File: config.mk
export PLATFORM = sky130hd
export DESIGN_NAME = bis_coord_map
export DESIGN_NICKNAME = d
export VERILOG_FILES = /design/src/rtl/core/bis_pkg.sv /design/src/rtl/core/bis_coord_map.sv
export SDC_FILE = /design/constraint.sdc
export NUM_CORES = 2
export LEC_CHECK = 0
export ABC_AREA = 1
export ABC_CLOCK_PERIOD_IN_PS = 13450
export BUFFER_PORTS_ARGS = -buffer_cell sky130_fd_sc_hd__buf_4
export CAP_MARGIN = 20
export CORE_MARGIN = 2
export CORE_UTILIZATION = 35
export DETAILED_ROUTE_END_ITERATION = 10
export GPL_TIMING_DRIVEN = 0
export SLEW_MARGIN = 20
export SYNTH_ARGS = -nofsm -noshare
export SYNTH_HDL_FRONTEND = slang
export SYNTH_SLANG_ARGS = --single-unit
File: constraint.sdc
create_clock -name clock -period 13.45 [get_ports clock]
set_input_delay 1.345 -clock clock [delete_from_list [all_inputs] [get_ports clock]]
set_output_delay 1.345 -clock clock [all_outputs]
set_load 0.01 [all_outputs]
File: src/rtl/core/bis_pkg.sv
// Shared types and constants of the bilinear image scaler.
// Depends on nothing; every other file of the block but bis_ram uses it.
`default_nettype none

package bis_pkg;

   localparam int CHAN_W    = 8;
   localparam int PIX_W     = 3 * CHAN_W;
   localparam int COORD_W   = 11;
   localparam int SRC_DIM_W = 9;
   localparam int DST_DIM_W = 12;
   localparam int STEP_W    = 24;
   localparam int CSR_IDX_W = 3;
   localparam int CSR_DATA_W = 24;

   localparam int MAX_SRC_WIDTH_DEF  = 256;
   localparam int MAX_SRC_HEIGHT_DEF = 256;
   localparam int FRAC_BITS_DEF      = 16;

   localparam logic [SRC_DIM_W-1:0] SRC_DIM_RESET = 9'd256;
   localparam logic [DST_DIM_W-1:0] DST_DIM_RESET = 12'd256;
   localparam logic [STEP_W-1:0]    STEP_RESET    = 24'd65536;

   typedef enum logic [CSR_IDX_W-1:0] {
      CSR_SRC_WIDTH  = 3'd0,
      CSR_SRC_HEIGHT = 3'd1,
      CSR_DST_WIDTH  = 3'd2,
      CSR_DST_HEIGHT = 3'd3,
      CSR_STEP_X     = 3'd4,
      CSR_STEP_Y     = 3'd5
   } csr_index_type;

   localparam logic MODE_WRITE = 1'b0;
   localparam logic MODE_READ  = 1'b1;

   typedef struct packed {
      logic               mode;
      logic [COORD_W-1:0] x_coord;
      logic [COORD_W-1:0] y_coord;
      logic [CHAN_W-1:0]  in_chan0;
      logic [CHAN_W-1:0]  in_chan1;
      logic [CHAN_W-1:0]  in_chan2;
   } req_type;

   typedef struct packed {
      logic [CHAN_W-1:0] out_chan0;
      logic [CHAN_W-1:0] out_chan1;
      logic [CHAN_W-1:0] out_chan2;
      logic              range_error;
   } rsp_type;

   // Sideband of one item on its way past the pixel store.
   typedef struct packed {
      logic valid;   // item expects a result
      logic err;     // coordinate outside destination
      logic r0p;     // parity of upper row
      logic r1p;     // parity of lower row
      logic c0p;     // parity of left column
      logic c1p;     // parity of right column
   } sel_type;

endpackage

`default_nettype wire

File: src/rtl/core/bis_coord_map.sv
// Maps a transfer to source coordinates: step multiply, clamping and bank addressing.
// Depends on bis_pkg.
`default_nettype none

module bis_coord_map #(
   parameter int MAX_SRC_WIDTH  = bis_pkg::MAX_SRC_WIDTH_DEF,
   parameter int MAX_SRC_HEIGHT = bis_pkg::MAX_SRC_HEIGHT_DEF,
   parameter int FRAC_BITS      = bis_pkg::FRAC_BITS_DEF,
   localparam int COL_W = ($clog2(MAX_SRC_WIDTH) < 2) ? 2 : $clog2(MAX_SRC_WIDTH),
   localparam int ROW_W = ($clog2(MAX_SRC_HEIGHT) < 2) ? 2 : $clog2(MAX_SRC_HEIGHT),
   localparam int BA_W  = COL_W + ROW_W - 2
) (
   input  wire logic                              clock,
   input  wire logic                              reset,
   input  wire logic                              enable,
   input  wire logic                              in_valid,
   input  wire bis_pkg::req_type                  in_item,
   input  wire logic [bis_pkg::SRC_DIM_W-1:0]     src_width,
   input  wire logic [bis_pkg::SRC_DIM_W-1:0]     src_height,
   input  wire logic [bis_pkg::DST_DIM_W-1:0]     dst_width,
   input  wire logic [bis_pkg::DST_DIM_W-1:0]     dst_height,
   input  wire logic [bis_pkg::STEP_W-1:0]        step_x,
   input  wire logic [bis_pkg::STEP_W-1:0]        step_y,
   output logic                                   wr_en,
   output logic [1:0]                             wr_bank,
   output logic [BA_W-1:0]                        wr_addr,
   output logic [bis_pkg::PIX_W-1:0]              wr_data,
   output logic [3:0][BA_W-1:0]                   rd_addr,
   output bis_pkg::sel_type                       sel,
   output logic [FRAC_BITS-1:0]                   frac_u,
   output logic [FRAC_BITS-1:0]                   frac_v
);

   localparam int PROD_W = bis_pkg::COORD_W + bis_pkg::STEP_W;
   localparam int IU_W   = PROD_W - FRAC_BITS;

   // Front half: range check, last column/row fold and the two multiplies.
   logic                         x_err;
   logic                         y_err;
   logic [bis_pkg::COORD_W-1:0]  x_adj;
   logic [bis_pkg::COORD_W-1:0]  y_adj;
   logic [PROD_W-1:0]            u_in;
   logic [PROD_W-1:0]            v_in;

   always_comb begin
      x_err = {1'b0, in_item.x_coord} >= dst_width;
      y_err = {1'b0, in_item.y_coord} >= dst_height;
      x_adj = in_item.x_coord;
      y_adj = in_item.y_coord;
      if ((in_item.x_coord != '0) &&
          (({1'b0, in_item.x_coord} + 12'd1) == dst_width)) begin
         x_adj = in_item.x_coord - 11'd1;
      end
      if ((in_item.y_coord != '0) &&
          (({1'b0, in_item.y_coord} + 12'd1) == dst_height)) begin
         y_adj = in_item.y_coord - 11'd1;
      end
      u_in = PROD_W'(x_adj) * PROD_W'(step_x);
      v_in = PROD_W'(y_adj) * PROD_W'(step_y);
   end

   logic                         b_valid_ff;
   logic                         b_mode_ff;
   logic                         b_err_ff;
   logic [PROD_W-1:0]            b_u_ff;
   logic [PROD_W-1:0]            b_v_ff;
   logic [bis_pkg::COORD_W-1:0]  b_x_ff;
   logic [bis_pkg::COORD_W-1:0]  b_y_ff;
   logic [bis_pkg::PIX_W-1:0]    b_pix_ff;

   always_ff @(posedge clock) begin
      if (reset) begin
         b_valid_ff <= 1'b0;
      end else if (enable) begin
         b_valid_ff <= in_valid;
      end
      if (enable) begin
         b_mode_ff <= in_item.mode;
         b_err_ff  <= x_err || y_err;
         b_u_ff    <= u_in;
         b_v_ff    <= v_in;
         b_x_ff    <= in_item.x_coord;
         b_y_ff    <= in_item.y_coord;
         b_pix_ff  <= {in_item.in_chan2, in_item.in_chan1, in_item.in_chan0};
      end
   end

   // Back half: effective source size, neighbor clamp, bank read and write addresses.
   logic [COL_W:0]    sw_eff;
   logic [ROW_W:0]    sh_eff;
   logic [IU_W-1:0]   iu;
   logic [IU_W-1:0]   iv;
   logic [COL_W-1:0]  c0;
   logic [COL_W-1:0]  c1;
   logic [ROW_W-1:0]  r0;
   logic [ROW_W-1:0]  r1;
   logic [COL_W-1:0]  wcol;
   logic [ROW_W-1:0]  wrow;
   logic              w_inside;

   always_comb begin
      if (src_width == '0) begin
         sw_eff = (COL_W + 1)'(1);
      end else if (32'(src_width) > MAX_SRC_WIDTH) begin
         sw_eff = (COL_W + 1)'(MAX_SRC_WIDTH);
      end else begin
         sw_eff = (COL_W + 1)'(src_width);
      end
      if (src_height == '0) begin
         sh_eff = (ROW_W + 1)'(1);
      end else if (32'(src_height) > MAX_SRC_HEIGHT) begin
         sh_eff = (ROW_W + 1)'(MAX_SRC_HEIGHT);
      end else begin
         sh_eff = (ROW_W + 1)'(src_height);
      end

      iu = b_u_ff[PROD_W-1:FRAC_BITS];
      iv = b_v_ff[PROD_W-1:FRAC_BITS];
      c0 = (iu >= IU_W'(sw_eff)) ? COL_W'(sw_eff - 1'b1) : COL_W'(iu);
      c1 = ((IU_W + 1)'(iu) + 1'b1 >= (IU_W + 1)'(sw_eff)) ?
           COL_W'(sw_eff - 1'b1) : COL_W'(iu + 1'b1);
      r0 = (iv >= IU_W'(sh_eff)) ? ROW_W'(sh_eff - 1'b1) : ROW_W'(iv);
      r1 = ((IU_W + 1)'(iv) + 1'b1 >= (IU_W + 1)'(sh_eff)) ?
           ROW_W'(sh_eff - 1'b1) : ROW_W'(iv + 1'b1);

      // Pixels interleave over four banks by row and column parity, so the
      // four neighbors always sit in different banks unless clamped together.
      for (int p = 0; p < 4; p++) begin
         logic [COL_W-1:0] col;
         logic [ROW_W-1:0] row;
         col = (c0[0] == p[0]) ? c0 : c1;
         row = (r0[0] == p[1]) ? r0 : r1;
         rd_addr[p] = {row[ROW_W-1:1], col[COL_W-1:1]};
      end

      w_inside = (32'(b_x_ff) < 32'(sw_eff)) && (32'(b_y_ff) < 32'(sh_eff));
      wcol     = COL_W'(b_x_ff);
      wrow     = ROW_W'(b_y_ff);
      wr_en    = enable && b_valid_ff && (b_mode_ff == bis_pkg::MODE_WRITE) && w_inside;
      wr_bank  = {wrow[0], wcol[0]};
      wr_addr  = {wrow[ROW_W-1:1], wcol[COL_W-1:1]};
      wr_data  = b_pix_ff;

      sel.valid = b_valid_ff && (b_mode_ff == bis_pkg::MODE_READ);
      sel.err   = b_err_ff;
      sel.r0p   = r0[0];
      sel.r1p   = r1[0];
      sel.c0p   = c0[0];
      sel.c1p   = c1[0];
      frac_u    = b_u_ff[FRAC_BITS-1:0];
      frac_v    = b_v_ff[FRAC_BITS-1:0];
   end

endmodule

`default_nettype wire

==> run summary <==
The prevailing post-synth register cell is edfxtp_1. At the pin with the least slew margin, the transition time is slightly above 0.8 ns. The number of placement rows is 101. The peak supply drop is roughly 0.15 mV. The final worst-path cycle share came out at about 63%. The layout cell share with drive strength beyond 1 came out at 12.90%. The global placer's final weighted congestion is 0.9567. The sequential fraction of the synthesis area is approximately an eighth. The flow ran to the end, and the final reports show no timing, DRC or antenna violations. The count of yosys warnings during synthesis is 0. The signed area change from the synthesized netlist to the final layout is 14.30%. The number of distinct library cells after synthesis is between 40 and 50.

The startpoint of the lowest-slack hold path is b_valid_ff. STA classifies the critical path startpoint as an input pin. Entering global routing, the biggest net connects 74 pins. The height of the die came out at approximately 280 um. The final count of pins violating max slew came to 0.

The total number of clock tree sinks came out at between 100 and 150. The detailed placer's ending HPWL came out at 71.54 mm. Synthesis inferred 119 register bits. The setup slack of the worst register-to-register path is roughly 13 ns. The number of cells after detailed placement is between 4000 and 5000.

The count of hold buffers inserted by post-cts repair came out at 0. The area of the core is between 70000 and 80000 um2. The largest incremental delay on the critical path is between 0.6 and 0.7 ns. The buffer count from post-CTS setup fixing came out at 0. The path with the worst hold slack has its endpoint at b_valid_ff. The initial detailed-routing violation count came out at between 1500 and 2000. The final count of hold timing violations came out at 0. The maximum fanout along the worst path is 10. The critical path is of the input pin to register type. The internal portion of the total power is 3.092 mW. The max-capacitance violation count is 0. The first global-routing pass estimated around 130 mm of wire. The routed length on met3 came out at 6.929 mm. The cell area after layout came out at approximately 30000 um2.

Counting every net in the synthesized netlist gives 4192. The ratio of routed vias to standard cells is approximately 5.0. The aggregate routed wire length came out at about 85 mm. Along the worst hold path, the cell count comes to 2. The total setup violations reported at the end of the flow is 0. The required time of the critical path came out at 13.68 ns. A synthesized cell averages 7.856 um2.

The initial antenna violation count is 11. The post-detailed-route DRC marker count is 0. The cell that appears most often on the critical path is inv_1.

Leaving out fill and tap cells, the most frequent cell in the layout is inv_1. The largest individual stage delay along the critical path comes from the cell fa_1. The initial utilization of the core area, before any placement, comes to around 35%.

Global routing finished with a remaining overflow of 0. In this run the clock root is driven by a clkbuf_16. The worst-case headroom to the max-slew limit came out at between 40% and 50%. The routed layout has between 20000 and 25000 vias.

The cell area after placement came out at 30140 um2. The switching power of the nets came out at approximately 3.6 mW. In the layout the commonest cells are inv_1, nand2_1, nand3_1.

TritonCTS built the clock tree. The reg-to-reg startpoint is b_valid_ff. The number of top-level pins came out at roughly 280. Setup repair after global routing left no endpoint under its margin. The residual antenna-violating net count after detailed routing came out at 0. The count of buffers added on input and output ports is ~250. Across every metal layer, demand over resource in global routing totals 21.85%. The shortest clock period the worst path allows after layout is ~8.4 ns. The top routing layer in use is met5. In this run the worst hold path is classified as register to register. The count of nets after finishing came out at ~4500. Between clock sinks in the finished design, the worst skew comes to 0 ns. After the flow finishes, the layout carries non-filler instances totaling 4751. The number of iterations in the first detailed-routing pass came out at 6.

The clock reaches the later pin of the worst-skew pair after around 0.47 ns. The met1 wire length came out at roughly 35 mm. Post-CTS repair changed the size of 0 cells. The cell count after synthesis came out at 3427. The fraction of power consumed by combinational cells is roughly four fifths. The clock network is responsible for under 10% of the overall power. The worst setup path is captured at a register. The die footprint came out at 79160 um2. The worst register-to-register path ends at b_valid_ff.

The maximum clock frequency is 0.1187 GHz. The met2 wire length is roughly 41 mm. The switching fraction of total power is about 54%.

The total negative slack for setup checks is 0 ns. The power density over the cells came out at approximately 220 nW/um2. The number of flops mapped to enable cells by yosys is roughly 120.

The fraction of synthesis flops using an asynchronous set or reset pin is 0%. The per-cell routed wire length is about 18 um. The number of H-tree branching levels came out at 4. The post-CTS clock slew at the launch and capture registers of the worst setup and hold paths is ~0.070 ns. The mapped netlist covers approximately 27000 um2. The number of CTS-inserted buffers is 17.

Data on the critical path arrives at its endpoint at roughly 8.7 ns. The logic depth of the worst register-to-register path is 2. In this run, flip-flops and latches consume a little over an eighth of the power. The die is approximately 280 um wide. The number of global-route vias before repair came to around 24000.

The longest clock path from root to sink contains 2 buffers. The leakage dissipation came out at ~16 nW.
-- worst max path at each step --
stage / from / endpoint / slack (ns)
finish: in_item[24] / b_v_ff[29] / 5.03
global route: in_item[24] / b_v_ff[23] / 4.60
CTS: in_item[24] / b_v_ff[29] / 5.07
detailed placement: in_item[24] / b_v_ff[29] / 4.58
global placement: in_item[24] / b_v_ff[29] / 4.55
floorplan: in_item[24] / b_v_ff[23] / 6.04
-- critical path, delay by kind of cell --
family          cells  cell delay (ns)
buf+inv             8             0.85
xor+xnor            1             0.12
simple gates       13             2.79
compound gates      1             0.10
fa+ha+maj           7             3.45
-- routing by layer --
metal	global-route usage (%)	vias to the layer above
li1	-	11240
met3	4.433	185
met5	0	-
met1	27.58	11390
met2	36.68	948
met4	8.620	8
-- cell type report --
| type | instances | area [um2] |
|---|---|---|
| diodes | 9 | 22.52 |
| plain buffers | 171 | 1069 |
| clock buffers | 19 | 442.9 |
| clock inverters | 13 | 170.2 |
| fillers | 8044 | 45300 |
| inverters | 699 | 2624 |
| multi-input cells | 2438 | 19670 |
| flip-flops and latches | 119 | 3563 |
| well taps | 1030 | 1289 |
| repair buffers | 253 | 1927 |
-- power by group through the flow --
stage	combinational [mW]	sequential, mW	clock [mW]
detailed placement	5.30	0.888	0
floorplan	3.87	0.835	0
global placement	5.26	0.890	0
finish	5.32	0.882	0.508
global route	6.07	0.898	0.539
CTS	5.34	0.882	0.525
-- kinds of logic after synthesis --
kind of cell | Yosys count | share of synthesized area (%)
mux | 1 | 0.03718
simple gates | 1469 | 24.31
fa+ha+maj | 624 | 39.99
compound gates | 225 | 4.745
flops | 119 | 13.24
xor+xnor | 119 | 3.973
buf+inv | 870 | 13.71
-- flip-flops by register name, indices dropped and copies added, names as in the netlist --
| name | flops |
|---|---|
| b_v_ff | 35 |
| b_u_ff | 35 |
| b_err_ff | 1 |
| b_valid_ff | 1 |
| b_x_ff | 11 |
| b_y_ff | 11 |
| b_mode_ff | 1 |
| wr_data | 24 |
-- stage by stage --
step	util (%)	hold WS [ns]	total power, mW	worst slack (ns)
after global routing	40.44	0.6016	7.506	4.599
after floorplan	-	0.4834	4.709	6.043
final	40.45	0.5492	6.714	5.026
after detailed placement	39.62	0.5440	6.189	4.579
after global placement	39.57	0.5343	6.151	4.554
after CTS	40.42	0.5559	6.742	5.072
-- cells in the mapped netlist, types with 4 or more instances --
| cell | number | area (um2) |
|---|---|---|
| inv_1 | 696 | 2613 |
| nand2_1 | 496 | 1862 |
| nand3_1 | 422 | 2112 |
| nor2_1 | 398 | 1494 |
| fa_1 | 394 | 7888 |
| ha_1 | 230 | 2878 |
| edfxtp_1 | 118 | 3543 |
| a21oi_1 | 106 | 530.5 |
| buf_4 | 86 | 645.6 |
| xor2_1 | 82 | 718.2 |
| nand4_1 | 58 | 362.9 |
| o21ai_0 | 58 | 290.3 |
| buf_2 | 44 | 220.2 |
| xnor2_1 | 35 | 306.5 |
| nor3_1 | 29 | 145.1 |
| buf_1 | 23 | 86.33 |
| nand2_2 | 21 | 131.4 |
| nand3_2 | 14 | 140.1 |
| a21boi_0 | 13 | 97.59 |
| clkbuf_1 | 12 | 45.04 |
| a21o_1 | 11 | 82.58 |
| o21bai_1 | 9 | 67.56 |
| nand3b_1 | 8 | 60.06 |
| a31oi_1 | 5 | 31.28 |
| buf_6 | 5 | 56.30 |
| nor2_2 | 5 | 31.28 |
| o21a_1 | 5 | 37.54 |
| a211oi_1 | 4 | 30.03 |
| nand3_4 | 4 | 70.07 |
| or2_2 | 4 | 25.02 |
(Power assumes the default switching activity.)
